## config.mk

```make
export PLATFORM = sky130hd
export DESIGN_NAME = abb_queue
export DESIGN_NICKNAME = d
export VERILOG_FILES = /design/src/hdl/abb_pkg.sv /design/src/hdl/abb_queue.sv
export SDC_FILE = /design/constraint.sdc
export NUM_CORES = 1
export LEC_CHECK = 0
export BUFFER_PORTS_ARGS = -buffer_cell sky130_fd_sc_hd__buf_2
export CAP_MARGIN = 20
export CORE_AREA = 3 3 40 42
export CTS_CLUSTER_SIZE = 12
export DETAILED_ROUTE_END_ITERATION = 12
export DIE_AREA = 0 0 43 45
export GPL_TIMING_DRIVEN = 0
export PLACE_DENSITY = 0.67
export SETUP_SLACK_MARGIN = 0.02
export SYNTH_ARGS = -nofsm -noshare
export SYNTH_HDL_FRONTEND = slang
export SYNTH_SLANG_ARGS = --single-unit
```

## constraint.sdc

```tcl
create_clock -name clk -period 2.5 [get_ports clk]
set_clock_uncertainty 0.15 [all_clocks]
set_input_delay 0.125 -clock clk [delete_from_list [all_inputs] [get_ports clk]]
set_output_delay 0.125 -clock clk [all_outputs]
set_load 0.1 [all_outputs]
```

## src/hdl/abb_pkg.sv

```systemverilog
`timescale 1ns / 1ps
// Shared constants and register indexes for the alpha blend blitter.
package abb_pkg;

  // Defaults for the top level parameters
  localparam int FB_WORDS_DEF = 262144;
  localparam int MAX_DIM_DEF  = 512;

  // Fixed field widths
  localparam int DIM_W    = 10;  // width/height registers
  localparam int POS_W    = 11;  // signed destination origin, also cfg data width
  localparam int SUM_W    = POS_W + 1;  // column/row after adding the origin
  localparam int PIX_W    = 32;
  localparam int CFG_IDX_W = 3;
  localparam int ADDR_W_DEF = $clog2(FB_WORDS_DEF);

  // Queue between front and back
  localparam int QDEPTH = 4;

  // Register indexes
  localparam logic [CFG_IDX_W-1:0] CFG_FB_WIDTH  = 3'd0;
  localparam logic [CFG_IDX_W-1:0] CFG_FB_HEIGHT = 3'd1;
  localparam logic [CFG_IDX_W-1:0] CFG_DEST_X    = 3'd2;
  localparam logic [CFG_IDX_W-1:0] CFG_DEST_Y    = 3'd3;
  localparam logic [CFG_IDX_W-1:0] CFG_DEST_W    = 3'd4;
  localparam logic [CFG_IDX_W-1:0] CFG_DEST_H    = 3'd5;

  // Register reset values
  localparam logic [DIM_W-1:0] RST_FB_WIDTH  = 10'd512;
  localparam logic [DIM_W-1:0] RST_FB_HEIGHT = 10'd512;
  localparam logic [POS_W-1:0] RST_DEST_X    = 11'd0;
  localparam logic [POS_W-1:0] RST_DEST_Y    = 11'd0;
  localparam logic [DIM_W-1:0] RST_DEST_W    = 10'd1;
  localparam logic [DIM_W-1:0] RST_DEST_H    = 10'd1;

endpackage

```

## src/hdl/abb_queue.sv

```systemverilog
`timescale 1ns / 1ps
// Short job queue between the front end and the blend back end.
module abb_queue #(
  parameter int WIDTH = 1
) (
  input  logic             clk,
  input  logic             rst_n,
  input  logic             push_valid,
  output logic             push_ready,
  input  logic [WIDTH-1:0] push_data,
  output logic             pop_valid,
  input  logic             pop_ready,
  output logic [WIDTH-1:0] pop_data
);

  localparam int DEPTH = abb_pkg::QDEPTH;
  localparam int PTR_W = $clog2(DEPTH);
  localparam int CNT_W = $clog2(DEPTH + 1);

  logic [WIDTH-1:0] slot_r [DEPTH];
  logic [PTR_W-1:0] wptr_r, rptr_r;
  logic [CNT_W-1:0] count_r, count_nxt;
  logic             push, pop;

  assign push_ready = count_r != CNT_W'(DEPTH);
  assign pop_valid  = count_r != '0;
  assign pop_data   = slot_r[rptr_r];
  assign push       = push_valid && push_ready;
  assign pop        = pop_valid && pop_ready;

  // occupancy
  always_comb begin
    count_nxt = count_r;
    if (push && !pop) begin
      count_nxt = count_r + CNT_W'(1);
    end else if (pop && !push) begin
      count_nxt = count_r - CNT_W'(1);
    end
  end

  always_ff @(posedge clk) begin
    if (!rst_n) begin
      wptr_r  <= '0;
      rptr_r  <= '0;
      count_r <= '0;
    end else begin
      count_r <= count_nxt;
      if (push) begin
        wptr_r <= wptr_r + PTR_W'(1);
      end
      if (pop) begin
        rptr_r <= rptr_r + PTR_W'(1);
      end
    end
  end

  // storage
  always_ff @(posedge clk) begin
    if (push) begin
      slot_r[wptr_r] <= push_data;
    end
  end

  // pointers agree with the occupancy count
  a_ptr_count: assert property (@(posedge clk) disable iff (!rst_n)
    (count_r == CNT_W'(DEPTH)) || (PTR_W'(wptr_r - rptr_r) == count_r[PTR_W-1:0]))
    else $error("queue pointers disagree with count");

  // a push into an empty queue shows up at the head next cycle
  a_head: assert property (@(posedge clk) disable iff (!rst_n)
    (push && count_r == '0) |=> (pop_valid && pop_data == $past(push_data)))
    else $error("queue head lost pushed word");

endmodule

```

# [Word level (Yosys, flattened, before mapping)]
# Memories as Yosys holds them, arrays and structs flattened. A register that Yosys moved wholly into a read port is not among the register bits.
# Index checks and enable logic that the tools add are counted.
[word_totals] ramBits=4 regBits=7 n_memories=1 word_cells=23
[memory_table] memory="slot_r" words=4 word_bits=1 rd=1 rd_clocked_by_memory_dff=1 wr=1 line="abb_queue.sv:20" rtl="logic [WIDTH-1:0] slot_r [DEPTH];"
[classes] muxes=6 reduce_logical=8 addsub=4 n_eq_ne=1
[op_table] cell="two-way mux 3 bit" n=2
[op_table] cell="adder 2 x 1 -> 2 bit (second input constant)" n=2
[op_table] cell="logical AND 1 bit" n=4
[op_table] cell="two-way mux 2 bit" n=2
[op_table] cell="adder 3 x 1 -> 3 bit (second input constant)" n=1
[op_table] cell="!= test 3 bit (second input constant)" n=1
[op_table] cell="nonzero test 3 bit" n=1
[op_table] cell="subtractor 3 x 1 -> 3 bit (second input constant)" n=1
[op_table] cell="logical NOT 1 bit" n=2
[op_table] cell="two-way mux 1 bit" n=2
[op_table] cell="nonzero test 2 bit" n=1

# [Longest topological paths before layout]
[depth] depth_word=6 depth_mapped=8 ltp_nobuf=8

# [Worst setup path after synthesis]
# Ideal clock, no wire load.
[synth_timing] path_type="register to register" startpoint="register count_r[0]" endpoint="register count_r[2]" path_stages_with_launch=9 setup_slack_ns=0.281 arrival_time_ns=1.993 path_buffers=0 path_cell_list="dfxtp_1 nor2_2 a21boi_4 ha_1 inv_1 fa_1 xor2_1 or3_1 a21boi_0"
[synth_between] elab_chain_len=5 elab_cells_between_ends=13 classes_between="add/sub (2); eq/ne (1); mux (2); reduce/logical (8)"
[synth_rtl] element="from (decl)" line="abb_queue.sv:22" rtl="logic [CNT_W-1:0] count_r, count_nxt;"
[synth_rtl] element="from (signal assigned)" line="abb_queue.sv:47" rtl="count_r <= count_nxt;"
[synth_rtl] element="!= test 3 bit *" line="abb_queue.sv:25" rtl="assign push_ready = count_r != CNT_W'(DEPTH);"
[synth_rtl] element="logical AND 1 bit *" line="abb_queue.sv:28" rtl="assign push = push_valid && push_ready;"
[synth_rtl] element="net push" line="abb_queue.sv:23" rtl="logic push, pop;"
[synth_rtl] element="logical NOT 1 bit" line="abb_queue.sv:36" rtl="end else if (pop && !push) begin"
[synth_rtl] element="logical AND 1 bit" line="abb_queue.sv:36"
[synth_rtl] element="nonzero test 2 bit (no source line)"
# The timed path passes the listed nets; every way through them passes the cells marked *. The select of a mux whose other input is x is not followed.
# A chain may end at the register's enable or synchronous reset.

# [Worst setup path in the final report]
# Same ends and word-level chain as after synthesis.

==> impl_metrics.env <==
export IMPL_min_delay_start="rst_n"
export IMPL_crit_cells=8
export IMPL_totalWireLength_um=871
export IMPL_power_density_nw_per_um2=1180
export IMPL_critical_path_max_fanout=7
export IMPL_rr_endpoint="count_r[2]$_SDFFE_PN0P_"
export IMPL_drt_iter0_markers=2
export IMPL_clkTransAtPathRegs_ps=80
export IMPL_nets=76
export IMPL_setup_ws_ps=264
export IMPL_avgRoutedWirePerCell_um=11.0
export IMPL_fillers=118
export IMPL_diodes=0
export IMPL_cpLargestDelayFamily="adder cells"
export IMPL_ys_async_sr_fraction=0
export IMPL_dp_hpwl_um=683
export IMPL_rrSetupSlack_ps=260
export IMPL_die_h_um=45
export IMPL_hold_path_class="in2reg"
export IMPL_tns_ps=0
export IMPL_grt_pass1_vias=377
export IMPL_synth_net_count=64
export IMPL_p_leak_nw=0.298
export IMPL_core_um2=1280
export IMPL_ant_nets=0
export IMPL_clkLatencyLatePin_ps=280
export IMPL_clkSinkCount=13
export IMPL_whs_path_depth=2
export IMPL_via_per_inst=4.81
export IMPL_syn_instance_count=53
export IMPL_synth_edf_count=4
export IMPL_gp_congestion=0.682
export IMPL_synthSimpleGateAreaFrac=0.146
export IMPL_maxCapViolCount=0
export IMPL_io_pins=8
export IMPL_synth_xor_area_share=0.0539
export IMPL_drv_slew=0
export IMPL_dr_pass1_iters=2
export IMPL_synth_seq_area_share=0.462
export IMPL_crit_chain="nor2_2, a21boi_4, ha_1, inv_1, fa_1, xor2_1, or3_1, a21boi_0"
export IMPL_start_util=0.505
export IMPL_cts_tree="built"
export IMPL_cp_data_arrival_time_ps=2300
export IMPL_status="complete, no violations"
export IMPL_drive_gt1_frac=0.266
export IMPL_r2r_start="count_r[0]$_SDFFE_PN0P_"
export IMPL_rows=13
export IMPL_final_period_utilization=0.894
export IMPL_multi_input_area_um2=334
export IMPL_drc=0
export IMPL_yosys_cell_types_count=21
export IMPL_fmax_ghz=0.447
export IMPL_grt_pass1_wl_um=1610
export IMPL_syn2layout_area_growth_pct=13.5
export IMPL_syn_area_um2=649
export IMPL_root_buffer="clkbuf_4"
export IMPL_overflow=0
export IMPL_whs_ps=71.4
export IMPL_crit_buf_inv=1
export IMPL_synth_compound_area_frac=0.106
export IMPL_rsz0062_at_grt="no"
export IMPL_synthAdderAreaFrac=0.127
export IMPL_tightest_slew_ps=485
export IMPL_worst_setup_path_end_kind="flop"
export IMPL_synth_ff_type="dfxtp_1"
export IMPL_setup_viol=0
export IMPL_max_stage_delay_ps=440
export IMPL_synth_seq_cells=13
export IMPL_dieArea_um2=1940
export IMPL_r2r_cells=8
export IMPL_required_ps=2560
export IMPL_finalCriticalPeriod_ps=2240
export IMPL_clk_path_buf_depth=2
export IMPL_synth_top_family_by_area="simple AND/OR/NAND/NOR gates"
export IMPL_critical_path_slowest_cell="dfxtp_2"
export IMPL_h_tree_depth=1
export IMPL_io_buffers=6
export IMPL_final_hold_violation_count=0
export IMPL_regArea_um2=303
export IMPL_die_x_um=43
export IMPL_critPathKind="reg2reg"
export IMPL_synth_area_per_cell_um2=12.3
export IMPL_track_usage=0.122
export IMPL_post_place_ws_ps=140
export IMPL_antenna_found_initial=0
export IMPL_grt_max_degree=11
export IMPL_muxShareOfSynthArea=0.0809
export IMPL_worstHoldEndpoint="count_r[1]$_SDFFE_PN0P_"
export IMPL_power_mw=0.868
export IMPL_peakVddDrop_v=0.000584
export IMPL_dr_total_vias=380
export IMPL_relSlewSlack=0.679
export IMPL_worstSetupStartpointType="flop"
export IMPL_numCtsBuffers=3
export IMPL_yosys_warnings=0
metal layers:
layer | share of wire | track usage
met1 | 0.44 | 0.136
met2 | 0.47 | 0.180
met3 | 0.052 | 0.0598
met4 | 0.034 | 0.0904
met5 | 0 | 0
layout make-up:
| cell class | count | area share |
|---|---|---|
| buffer | 1 | 0.00509 |
| clock buffer | 4 | 0.0357 |
| inverter | 3 | 0.0153 |
| multi-input combinational | 36 | 0.453 |
| sequential | 13 | 0.411 |
| tap | 15 | 0.0255 |
| timing repair buffer | 7 | 0.0543 |
how the worst max path moves through the flow:
stage | startpoint | end | slack, ps
after detailed placement | count_r[0]$_SDFFE_PN0P_ | count_r[2]$_SDFFE_PN0P_ | 140
after global placement | count_r[0]$_SDFFE_PN0P_ | count_r[2]$_SDFFE_PN0P_ | 160
after CTS | count_r[0]$_SDFFE_PN0P_ | count_r[2]$_SDFFE_PN0P_ | 120
after floorplan | count_r[0]$_SDFFE_PN0P_ | count_r[2]$_SDFFE_PN0P_ | 280
final | count_r[0]$_SDFFE_PN0P_ | count_r[2]$_SDFFE_PN0P_ | 260
after global routing | count_r[0]$_SDFFE_PN0P_ | count_r[2]$_SDFFE_PN0P_ | 120
power breakdown:
| part | internal, mW | total, mW | switching, mW | leakage (nW) |
|---|---|---|---|---|
| clock | 0.0619 | 0.130 | 0.0685 | 0.0150 |
| combinational | 0.139 | 0.401 | 0.261 | 0.172 |
| sequential | 0.273 | 0.337 | 0.0640 | 0.111 |
worst register-to-register path, delay by kind of cell, from the launching register on:
family,cells,cell delay [ps]
AOI/OAI and AO/OA,2,400
xor gates and xnor gates,1,150
adders and majority gates,2,590
buffers and inverters,1,60
DFF,1,440
and+or+nand+nor,2,390
synth_stat cells (all sizes together), types with 2 or more instances:
cell,n,share of area
mux2i,3,0.046
or3,2,0.021
dfxtp,9,0.28
inv,3,0.017
xnor2,3,0.040
nand2,5,0.029
a21boi,2,0.040
ha,5,0.096
and2,8,0.077
edfxtp,4,0.18
timing repair:
| item | CTS | global route |
|---|---|---|
| buffers inserted | 0 | 0 |
| gates resized for setup | 0 | 2 |
| endpoints found under the hold margin | 4 | 0 |
| hold buffers | 1 | 0 |
| endpoints found under the setup margin | 0 | 1 |
cell usage in the layout, fill, tap and decap left out, types with 2 or more instances in the layout:
cell	n
dfxtp_1	7
clkbuf_4	3
dfxtp_2	2
buf_2	6
ha_1	5
xnor2_1	3
clkbuf_1	2
mux2i_1	3
and2_1	8
inv_1	3
nand2_1	5
edfxtp_1	4
cells by family (layout without fill, tap and decap cells):
kind of cell               Yosys count  in the layout
muxes                                4              4
DFF                                 13             13
AOI/OAI and AO/OA                    5              5
xor gates and xnor gates             4              4
and+or+nand+nor                     17             17
buffers and inverters                4             15
adders and majority gates            6              6
through the flow:
step / cell area, um2 / utilization / instances
floorplan: 649 / - / 53
global placement: 698 / 0.543 / 74
detailed placement: 698 / 0.543 / 74
CTS: 734 / 0.572 / 79
global route: 737 / 0.574 / 79
finish: 737 / 0.574 / 79
(Power assumes the default switching activity.)
