<file path="src/hdl/abb_pkg.sv">
`timescale 1ns / 1ps
// Shared constants and register indexes for the alpha blend blitter.
package abb_pkg;

  // Defaults for the top level parameters
  localparam int FB_WORDS_DEF = 262144;
  localparam int MAX_DIM_DEF  = 512;

  // Fixed field widths
  localparam int DIM_W    = 10;  // width/height registers
  localparam int POS_W    = 11;  // signed destination origin, also cfg data width
  localparam int SUM_W    = POS_W + 1;  // column/row after adding the origin
  localparam int PIX_W    = 32;
  localparam int CFG_IDX_W = 3;
  localparam int ADDR_W_DEF = $clog2(FB_WORDS_DEF);

  // Queue between front and back
  localparam int QDEPTH = 4;

  // Register indexes
  localparam logic [CFG_IDX_W-1:0] CFG_FB_WIDTH  = 3'd0;
  localparam logic [CFG_IDX_W-1:0] CFG_FB_HEIGHT = 3'd1;
  localparam logic [CFG_IDX_W-1:0] CFG_DEST_X    = 3'd2;
  localparam logic [CFG_IDX_W-1:0] CFG_DEST_Y    = 3'd3;
  localparam logic [CFG_IDX_W-1:0] CFG_DEST_W    = 3'd4;
  localparam logic [CFG_IDX_W-1:0] CFG_DEST_H    = 3'd5;

  // Register reset values
  localparam logic [DIM_W-1:0] RST_FB_WIDTH  = 10'd512;
  localparam logic [DIM_W-1:0] RST_FB_HEIGHT = 10'd512;
  localparam logic [POS_W-1:0] RST_DEST_X    = 11'd0;
  localparam logic [POS_W-1:0] RST_DEST_Y    = 11'd0;
  localparam logic [DIM_W-1:0] RST_DEST_W    = 10'd1;
  localparam logic [DIM_W-1:0] RST_DEST_H    = 10'd1;

endpackage

</file>
<file path="src/hdl/abb_ifs.sv">
`timescale 1ns / 1ps
// Channel interfaces: source pixel input, result output, register writes.

interface abb_in_if;
  logic                      valid;
  logic                      ready;
  logic [abb_pkg::PIX_W-1:0] src_pixel;

  modport source (output valid, output src_pixel, input ready);
  modport sink   (input valid, input src_pixel, output ready);
endinterface


interface abb_cfg_if;
  logic                          valid;
  logic                          ready;
  logic [abb_pkg::CFG_IDX_W-1:0] index;
  logic [abb_pkg::POS_W-1:0]     data;

  modport source (output valid, output index, output data, input ready);
  modport sink   (input valid, input index, input data, output ready);
endinterface

</file>
<file path="src/hdl/abb_front.sv">
`timescale 1ns / 1ps
// Front end: config registers, window walk, clipping and address generation.
module abb_front #(
  parameter int FB_WORDS = abb_pkg::FB_WORDS_DEF,
  parameter int MAX_DIM  = abb_pkg::MAX_DIM_DEF
) (
  input  logic                            clk,
  input  logic                            rst_n,
  input  logic                            clr_busy,
  abb_in_if.sink                          in_px,
  abb_cfg_if.sink                         cfg_wr,
  // job word toward the queue
  output logic                            q_valid,
  input  logic                            q_ready,
  output logic                            job_we,
  output logic [$clog2(FB_WORDS)-1:0]     job_addr,
  output logic [abb_pkg::PIX_W-1:0]       job_src,
  output logic                            job_last
);

  localparam int AW   = $clog2(FB_WORDS);
  localparam int DW   = $clog2(MAX_DIM + 1);  // clamped dimension
  localparam int CW   = $clog2(MAX_DIM);      // window counters
  localparam int PW   = 2 * DW + 1;           // row * width + col
  localparam int CMPW = (PW > AW + 1) ? PW : AW + 1;
  localparam int SW   = abb_pkg::SUM_W;

  // config registers
  logic [abb_pkg::DIM_W-1:0] fbw_r, fbh_r, dw_r, dh_r;
  logic [abb_pkg::POS_W-1:0] dx_r, dy_r;

  // window counters
  logic [CW-1:0] col_cnt_r, col_cnt_nxt;
  logic [CW-1:0] row_cnt_r, row_cnt_nxt;

  logic          accept;
  logic [DW-1:0] fbw, fbh, win_w, win_h, x0;
  logic [abb_pkg::POS_W-2:0] y0;
  logic [SW-1:0] col, row;
  logic [2*DW-1:0] prod;
  logic [PW-1:0] addr_full;
  logic          in_fb, row_end, win_end;

  // 0 acts as 1, anything above MAX_DIM acts as MAX_DIM
  function automatic logic [DW-1:0] dim_lim(input logic [abb_pkg::DIM_W-1:0] v);
    if (v == '0) begin
      return DW'(1);
    end else if (int'(v) > MAX_DIM) begin
      return DW'(MAX_DIM);
    end else begin
      return DW'(v);
    end
  endfunction

  assign cfg_wr.ready = 1'b1;

  // register writes
  always_ff @(posedge clk) begin
    if (!rst_n) begin
      fbw_r <= abb_pkg::RST_FB_WIDTH;
      fbh_r <= abb_pkg::RST_FB_HEIGHT;
      dx_r  <= abb_pkg::RST_DEST_X;
      dy_r  <= abb_pkg::RST_DEST_Y;
      dw_r  <= abb_pkg::RST_DEST_W;
      dh_r  <= abb_pkg::RST_DEST_H;
    end else if (cfg_wr.valid) begin
      case (cfg_wr.index)
        abb_pkg::CFG_FB_WIDTH:  fbw_r <= cfg_wr.data[abb_pkg::DIM_W-1:0];
        abb_pkg::CFG_FB_HEIGHT: fbh_r <= cfg_wr.data[abb_pkg::DIM_W-1:0];
        abb_pkg::CFG_DEST_X:    dx_r  <= cfg_wr.data;
        abb_pkg::CFG_DEST_Y:    dy_r  <= cfg_wr.data;
        abb_pkg::CFG_DEST_W:    dw_r  <= cfg_wr.data[abb_pkg::DIM_W-1:0];
        abb_pkg::CFG_DEST_H:    dh_r  <= cfg_wr.data[abb_pkg::DIM_W-1:0];
        default: ;
      endcase
    end
  end

  // clamped geometry
  always_comb begin
    fbw   = dim_lim(fbw_r);
    fbh   = dim_lim(fbh_r);
    win_w = dim_lim(dw_r);
    win_h = dim_lim(dh_r);
    // origin x clamped to [0, width-1]
    if (dx_r[abb_pkg::POS_W-1]) begin
      x0 = '0;
    end else if (int'(dx_r[abb_pkg::POS_W-2:0]) > int'(fbw) - 1) begin
      x0 = fbw - DW'(1);
    end else begin
      x0 = DW'(dx_r[abb_pkg::POS_W-2:0]);
    end
    // origin y clamped at zero
    y0 = dy_r[abb_pkg::POS_W-1] ? '0 : dy_r[abb_pkg::POS_W-2:0];
  end

  // position, clipping and word address
  always_comb begin
    col       = SW'(x0) + SW'(col_cnt_r);
    row       = SW'(y0) + SW'(row_cnt_r);
    in_fb     = (col < SW'(fbw)) && (row < SW'(fbh));
    prod      = (2*DW)'(row[DW-1:0]) * (2*DW)'(fbw);
    addr_full = PW'(prod) + PW'(col[DW-1:0]);
    job_we    = in_fb && (CMPW'(addr_full) < CMPW'(FB_WORDS));
    job_addr  = job_we ? AW'(addr_full) : '0;
    job_src   = in_px.src_pixel;
    row_end   = DW'(col_cnt_r) >= win_w - DW'(1);
    win_end   = DW'(row_cnt_r) >= win_h - DW'(1);
    job_last  = row_end && win_end;
  end

  assign in_px.ready = q_ready && !clr_busy;
  assign q_valid     = in_px.valid && !clr_busy;
  assign accept      = in_px.valid && in_px.ready;

  // window walk
  always_comb begin
    col_cnt_nxt = col_cnt_r;
    row_cnt_nxt = row_cnt_r;
    if (accept) begin
      if (row_end) begin
        col_cnt_nxt = '0;
        row_cnt_nxt = win_end ? '0 : row_cnt_r + CW'(1);
      end else begin
        col_cnt_nxt = col_cnt_r + CW'(1);
      end
    end
  end

  always_ff @(posedge clk) begin
    if (!rst_n) begin
      col_cnt_r <= '0;
      row_cnt_r <= '0;
    end else begin
      col_cnt_r <= col_cnt_nxt;
      row_cnt_r <= row_cnt_nxt;
    end
  end

endmodule

</file>
<file path="src/flat_wrapper.sv">
// flat-port wrapper written by rule: the top's interface ports become plain ports
module abb_front_flat 
#(
  parameter int FB_WORDS = abb_pkg::FB_WORDS_DEF,
  parameter int MAX_DIM  = abb_pkg::MAX_DIM_DEF
)
  (clk, rst_n, clr_busy, q_valid, q_ready, job_we, job_addr, job_src, job_last, in_px_valid, in_px_src_pixel, in_px_ready, cfg_wr_valid, cfg_wr_index, cfg_wr_data, cfg_wr_ready);
  abb_in_if in_px_i ();
  abb_cfg_if cfg_wr_i ();
  input  logic clk;
  input  logic rst_n;
  input  logic clr_busy;
  output logic q_valid;
  input  logic q_ready;
  output logic job_we;
  output logic [$clog2(FB_WORDS)-1:0] job_addr;
  output logic [abb_pkg::PIX_W-1:0] job_src;
  output logic job_last;
  input wire logic [$bits(in_px_i.valid)-1:0] in_px_valid;
  input wire logic [$bits(in_px_i.src_pixel)-1:0] in_px_src_pixel;
  output wire logic [$bits(in_px_i.ready)-1:0] in_px_ready;
  input wire logic [$bits(cfg_wr_i.valid)-1:0] cfg_wr_valid;
  input wire logic [$bits(cfg_wr_i.index)-1:0] cfg_wr_index;
  input wire logic [$bits(cfg_wr_i.data)-1:0] cfg_wr_data;
  output wire logic [$bits(cfg_wr_i.ready)-1:0] cfg_wr_ready;
  assign in_px_i.valid = in_px_valid;
  assign in_px_i.src_pixel = in_px_src_pixel;
  assign in_px_ready = in_px_i.ready;
  assign cfg_wr_i.valid = cfg_wr_valid;
  assign cfg_wr_i.index = cfg_wr_index;
  assign cfg_wr_i.data = cfg_wr_data;
  assign cfg_wr_ready = cfg_wr_i.ready;
  abb_front #(.FB_WORDS(FB_WORDS), .MAX_DIM(MAX_DIM)) u_core (.clk(clk), .rst_n(rst_n), .clr_busy(clr_busy), .in_px(in_px_i), .cfg_wr(cfg_wr_i), .q_valid(q_valid), .q_ready(q_ready), .job_we(job_we), .job_addr(job_addr), .job_src(job_src), .job_last(job_last));
endmodule
</file>
<file path="config.mk">
export PLATFORM = sky130hd
export DESIGN_NAME = abb_front_flat
export DESIGN_NICKNAME = d
export VERILOG_FILES = /design/src/hdl/abb_pkg.sv /design/src/hdl/abb_ifs.sv /design/src/hdl/abb_front.sv /design/src/flat_wrapper.sv
export SDC_FILE = /design/constraint.sdc
export NUM_CORES = 1
export LEC_CHECK = 0
export BUFFER_PORTS_ARGS = -buffer_cell sky130_fd_sc_hd__buf_2
export CORE_ASPECT_RATIO = 0.8
export CORE_MARGIN = 4
export CORE_UTILIZATION = 65
export DETAILED_ROUTE_END_ITERATION = 7
export HOLD_SLACK_MARGIN = 0.08
export PLACE_DENSITY = 0.95
export SYNTH_ARGS = -nofsm -noshare
export SYNTH_HDL_FRONTEND = slang
export SYNTH_SLANG_ARGS = --single-unit
</file>
<file path="constraint.sdc">
create_clock -name clk -period 15.9 [get_ports clk]
set_input_delay 2.385 -clock clk [delete_from_list [all_inputs] [get_ports clk]]
set_output_delay 2.385 -clock clk [all_outputs]
set_load 0.005 [all_outputs]
</file>
== Word-level counts from Yosys, hierarchy flattened ==
Index checks and enable logic that the tools add are counted.
Storage, ports and cells
  flip-flop bits (word level): 80
  input bits: 52
  output and inout port bits: 55
  word-level logic and storage cells: 66
Operators by class
  $add $sub $neg: 9
  multiply operators: 1
  order comparisons: 10
  eq/ne operators: 5
  mux-type cells: 14
  reduce and logical (&&, ||, !) cells: 19
Operators by type and width (count)
  $mux W10: 11
  $gt A10 B10 Y1 const B: 4
  $logic_not A10 Y1: 4
  $gt A11 B32 Y1: 1
  $sub A10 B1 Y10 const B: 3
  $lt A12 B10 Y1: 2
  $add A10 B9 Y11: 2
  $add A20 B10 Y21: 1
  $lt A21 B19 Y1 const B: 1
  $ge A9 B10 Y1: 2
  $mul A10 B10 Y20: 1
  $add A9 B1 Y9 const B: 2
  $mux W18: 1
  $mux W9: 2
  $reduce_and A2 Y1: 7
  $sub A10 B1 Y11 const B: 1
  $eq A3 B2 Y1 const B: 2
  $eq A3 B3 Y1 const B: 2
  $logic_and A1 B1 Y1: 6
  $eq A3 B1 Y1 const B: 1
  $logic_not A3 Y1: 1
  $logic_not A1 Y1: 1

== Logic depth before layout (Yosys ltp) ==
  depth in word-level cells: 12
  mapped depth: 44
  mapped depth without buffers: 41

== Least setup slack after synthesis ==
No wires, ideal clock.
  path type: register to output
  start point: reg u_core.fbw_r[1] in the netlist's numbering
  end point: out job_addr[6]
  arrival: 9.187 ns
  path slack: 4.328 ns
  cell stages (with the launch flop): 40
  path buffers: 3
  cell sequence: dfxtp_1 nor4_1 a31oi_1 nor2_1 inv_2 ha_1 o21ai_0 xnor2_1 ha_1 and3_1 nand3_1 or3_1 o311a_1 a221oi_1 clkbuf_1 clkbuf_1 nand2_1 a21oi_1 [4 not listed] a211o_1 a21o_1 a21oi_1 o21ai_0 xnor2_1 fa_1 fa_1 fa_1 inv_1 ha_1 a21oi_1 o21ai_0 a22o_1 or4_1 or4_4 a2111oi_4 buf_6 o211a_1
On the way
  longest elaborated chain between the ends: 12
  elaborated cells between the ends (all ways): 17
  those cells by class: add/sub: 4; mul: 1; order compare: 4; mux: 5; reduce/logical: 3
RTL lines
  start, declared: RTL line abb_front.sv:29  | logic [abb_pkg::DIM_W-1:0] fbw_r, fbh_r, dw_r, dh_r;
  start signal, assigned: RTL line abb_front.sv:60  | fbw_r <= abb_pkg::RST_FB_WIDTH;
  start signal, assigned: RTL line abb_front.sv:68  | abb_pkg::CFG_FB_WIDTH: fbw_r <= cfg_wr.data[abb_pkg::DIM_W-1:0];
  $gt A10 B10 Y1: RTL line abb_front.sv:48  | end else if (int'(v) > MAX_DIM) begin
  $mux W10: RTL line abb_front.sv:48
  $mux W10 *: RTL line abb_front.sv:46  | if (v == '0) begin
  $sub A10 B1 Y11: RTL line abb_front.sv:88  | end else if (int'(dx_r[abb_pkg::POS_W-2:0]) > int'(fbw) - 1) begin
  $gt A11 B32 Y1: RTL line abb_front.sv:88
  $mux W10: RTL line abb_front.sv:88
  $mux W10: RTL line abb_front.sv:86  | if (dx_r[abb_pkg::POS_W-1]) begin
  $add A10 B9 Y11: RTL line abb_front.sv:99  | col = SW'(x0) + SW'(col_cnt_r);
  $add A20 B10 Y21 / $lt A12 B10 Y1 (equally long branches): RTL line abb_front.sv:103, abb_front.sv:101
  $lt A21 B19 Y1 / $logic_and A1 B1 Y1 (equally long branches): RTL line abb_front.sv:104, abb_front.sv:101
  $logic_and A1 B1 Y1 *: RTL line abb_front.sv:104  | job_we = in_fb && (CMPW'(addr_full) < CMPW'(FB_WORDS));
  net job_we: RTL line flat_wrapper.sv:15  | output logic job_we;
  $mux W18 *: RTL line abb_front.sv:105  | job_addr = job_we ? AW'(addr_full) : '0;
  end, declared: RTL line flat_wrapper.sv:16  | output logic [$clog2(FB_WORDS)-1:0] job_addr;
Mark *: on every way through the listed nets, which the timed path passes. The rest lies on a longest branch.

== Worst setup path in the final report ==
  start point: reg u_core.fbw_r[2] in the netlist's numbering
  end point: out job_addr[11]
On the way
  longest elaborated chain between the ends: 12
  elaborated cells between the ends (all ways): 17
  those cells by class: add/sub: 4; mul: 1; order compare: 4; mux: 5; reduce/logical: 3
RTL lines (RTL line)
  $gt A10 B10 Y1: abb_front.sv:48
  $mux W10: abb_front.sv:48
  $mux W10 *: abb_front.sv:46
  $sub A10 B1 Y11: abb_front.sv:88
  $gt A11 B32 Y1: abb_front.sv:88
  $mux W10: abb_front.sv:88
  $mux W10: abb_front.sv:86
  $add A10 B9 Y11: abb_front.sv:99
  $add A20 B10 Y21 / $lt A12 B10 Y1 (equally long branches): abb_front.sv:103, abb_front.sv:101
  $lt A21 B19 Y1 / $logic_and A1 B1 Y1 (equally long branches): abb_front.sv:104, abb_front.sv:101
  $logic_and A1 B1 Y1: abb_front.sv:104
  $mux W18 *: abb_front.sv:105
Every way passes the cells marked *; elsewhere a longest branch is shown, timed or not.

==> metrics.txt <==
crit path launch type=flip-flop; Tot GR Track Use=28.07%; Setup TNS Final=0 ns; Leak Pwr=4.917 nW; Unique masters post-synth=66; Starting DRT DRC Count=943; synthesized instance count=1249; clock sink total=80; max-slew violation count=0; min Tclk post-route=13.50 ns; drt pass-1 iters=5; Die Area=17270 µm²; Worst Max-Slew Pin Slew=1.124 ns; largest net degree at the start of global routing=67; crit path kind=reg -> out; vias in the first global route=8575; Hold/Removal Path Class=reg -> reg; layout cells sized above 1=6.321%; final core occ=68.68%; # port buffers=41; register bit total from synthesis=80; Initial Util=66.12%; routed len/inst=16.72 µm; Num CTS Buffers=9; worst hold margin=0.4498 ns; clk_lat worst skew=0.35 ns; WP data arrival=11.12 ns; Post-synth top flop=dfxtp_1; Core Footprint=14960 µm²; final hold vios=0; aggregate routed wire length=23.79 mm; post-CTS setup buffer count=0; RSZ-0062 raised after global routing=false; drt drc=0; CTS Hold Bufs=0; Pwr Density=51.09 nW/µm²; CTS tree=yes; Vias/cell=6.081; slowest CP cell=a2111oi_4; max layer used=met4; # diodes=0; placed cell area=9957 µm²; maxcap violations=0; routed vias=8653; Crit. End Element=primary output; syn avg cell area=7.922 µm²; Congestion Overflow GR=0; clock root cell=clkbuf_16; Final Cycle Share=84.91%; Place WS=2.948 ns; FMAX=74.07 MHz; Max Buffers Root-to-Sink=2; Yosys Warn Count=0; commonest non-fill, non-tap cells in the layout=nand2_1 (237), ha_1 (130), inv_1 (123), dfxtp_1 (80), fa_1 (75); Worst VDD drop=0.07422 mV; Post-Syn Area=9894 µm²; PostCTS Resize Cnt=0; Die Height=118.4 µm; Area Growth Syn to Fin=3.870%; R2R setup slack=11.46 ns; commonest non-fill, non-tap cell in the layout=nand2_1; initial antenna violation count=0; worst stage delay on the critical path=0.64 ns; H-Tree Depth=3; Post-Layout Cell Count=1423; slew margin rel.=24.56%; post-route cell area=10280 µm²; status=complete, no violations; number of synthesized flops with an enable pin=0; first-pass GRT wire length=40.48 mm; Total Power=0.5250 mW; Clock transition at path regs=0.06 ns; asr flop ratio synth=0%; Final Skew=0.009487 ns; Placed Cells=1407; final net count=1486; final setup margin=2.399 ns; WP data required=13.52 ns; met2 WL=11.21 mm; register area share after synthesis=16.19%; highest net fanout along the worst path=20; wl on met1=9.796 mm; met3 WL post-DR=2.089 mm; Rows=40; final setup violation count=0; final HPWL from detailed placement=18.61 mm; routability cong.=0.9496; Ports=107; Detail Route Antenna Nets=0; Die Wd=145.9 µm
==> final timing paths <==
kind | start | depth (start not counted) | to
hold / removal | u_core.dy_r[7] | 2 | u_core.dy_r[7]
setup reg to reg | u_core.dw_r[3] | 16 | u_core.row_cnt_r[6]
setup / recovery | u_core.fbw_r[2] | 38 | job_addr[11]
hold reg to reg | u_core.dy_r[7] | 2 | u_core.dy_r[7]
==> state kept, by name (all words and copies together) (netlist names) <==
name / cells
u_core.dx_r: 11
u_core.dy_r: 11
u_core.dh_r: 10
u_core.dw_r: 10
u_core.fbh_r: 10
u_core.fbw_r: 10
u_core.col_cnt_r: 9
u_core.row_cnt_r: 9
==> synth_stat cells (20+ instances only) <==
library cell	number	share of area, %
a21boi_0	21	1.6
a21boi_1	40	3.0
a21oi_1	47	2.4
and2_1	48	3.0
buf_4	33	2.5
clkbuf_1	44	1.7
dfxtp_1	80	16
fa_1	75	15
ha_1	130	16
inv_1	123	4.7
nand2_1	237	9.0
nand3_1	20	1.0
nor2_1	58	2.2
nor2b_1	36	2.3
o21ai_0	30	1.5
xnor2_1	25	2.2
xor2_1	28	2.5
==> kinds of logic (layout without fill, tap and decap cells) <==
logic type | count (synthesis) | after routing | share of synthesized area (%)
other | 1 | 2 | 0.03790
and+or+nand+nor | 478 | 478 | 22.76
adders and majority gates | 205 | 205 | 31.61
AOI/OAI and AO/OA | 225 | 225 | 15.53
DFF | 80 | 80 | 16.19
buffers and inverters | 207 | 191 | 9.180
xor gates and xnor gates | 53 | 53 | 4.692
==> metal layers <==
| metal | global-route usage (%) | vias to the layer above |
|---|---|---|
| met5 | 0 | - |
| met4 | 8.956 | 0 |
| met3 | 6.209 | 81 |
| met2 | 47.63 | 376 |
| met1 | 35.67 | 4129 |
| li1 | - | 4067 |
==> cell type report <==
| class | instances | area (µm²) |
|---|---|---|
| inverters | 128 | 480.5 |
| clock buffers | 10 | 229.0 |
| well taps | 189 | 236.5 |
| repair buffers | 47 | 250.2 |
| clock inverters | 6 | 91.34 |
| fillers | 1075 | 4687 |
| flip-flops and latches | 80 | 1602 |
| multi-input cells | 963 | 7388 |
==> worst max-delay path, delay by kind of cell, from the launching register on <==
kind	cells	cell delay [ns]
DFF	1	0.33
and+or+nand+nor	10	3.13
adders and majority gates	7	2.72
AOI/OAI and AO/OA	15	3.47
buffers and inverters	4	0.60
xor gates and xnor gates	2	0.50
==> where the power goes <==
part | internal, mW | switching [mW]
Clock | 0.138 | 0.0857
Sequential | 0.204 | 0.00509
Combinational | 0.0366 | 0.0553
Total | 0.379 | 0.146
Note: power is estimated with default switching activity, not from simulation.
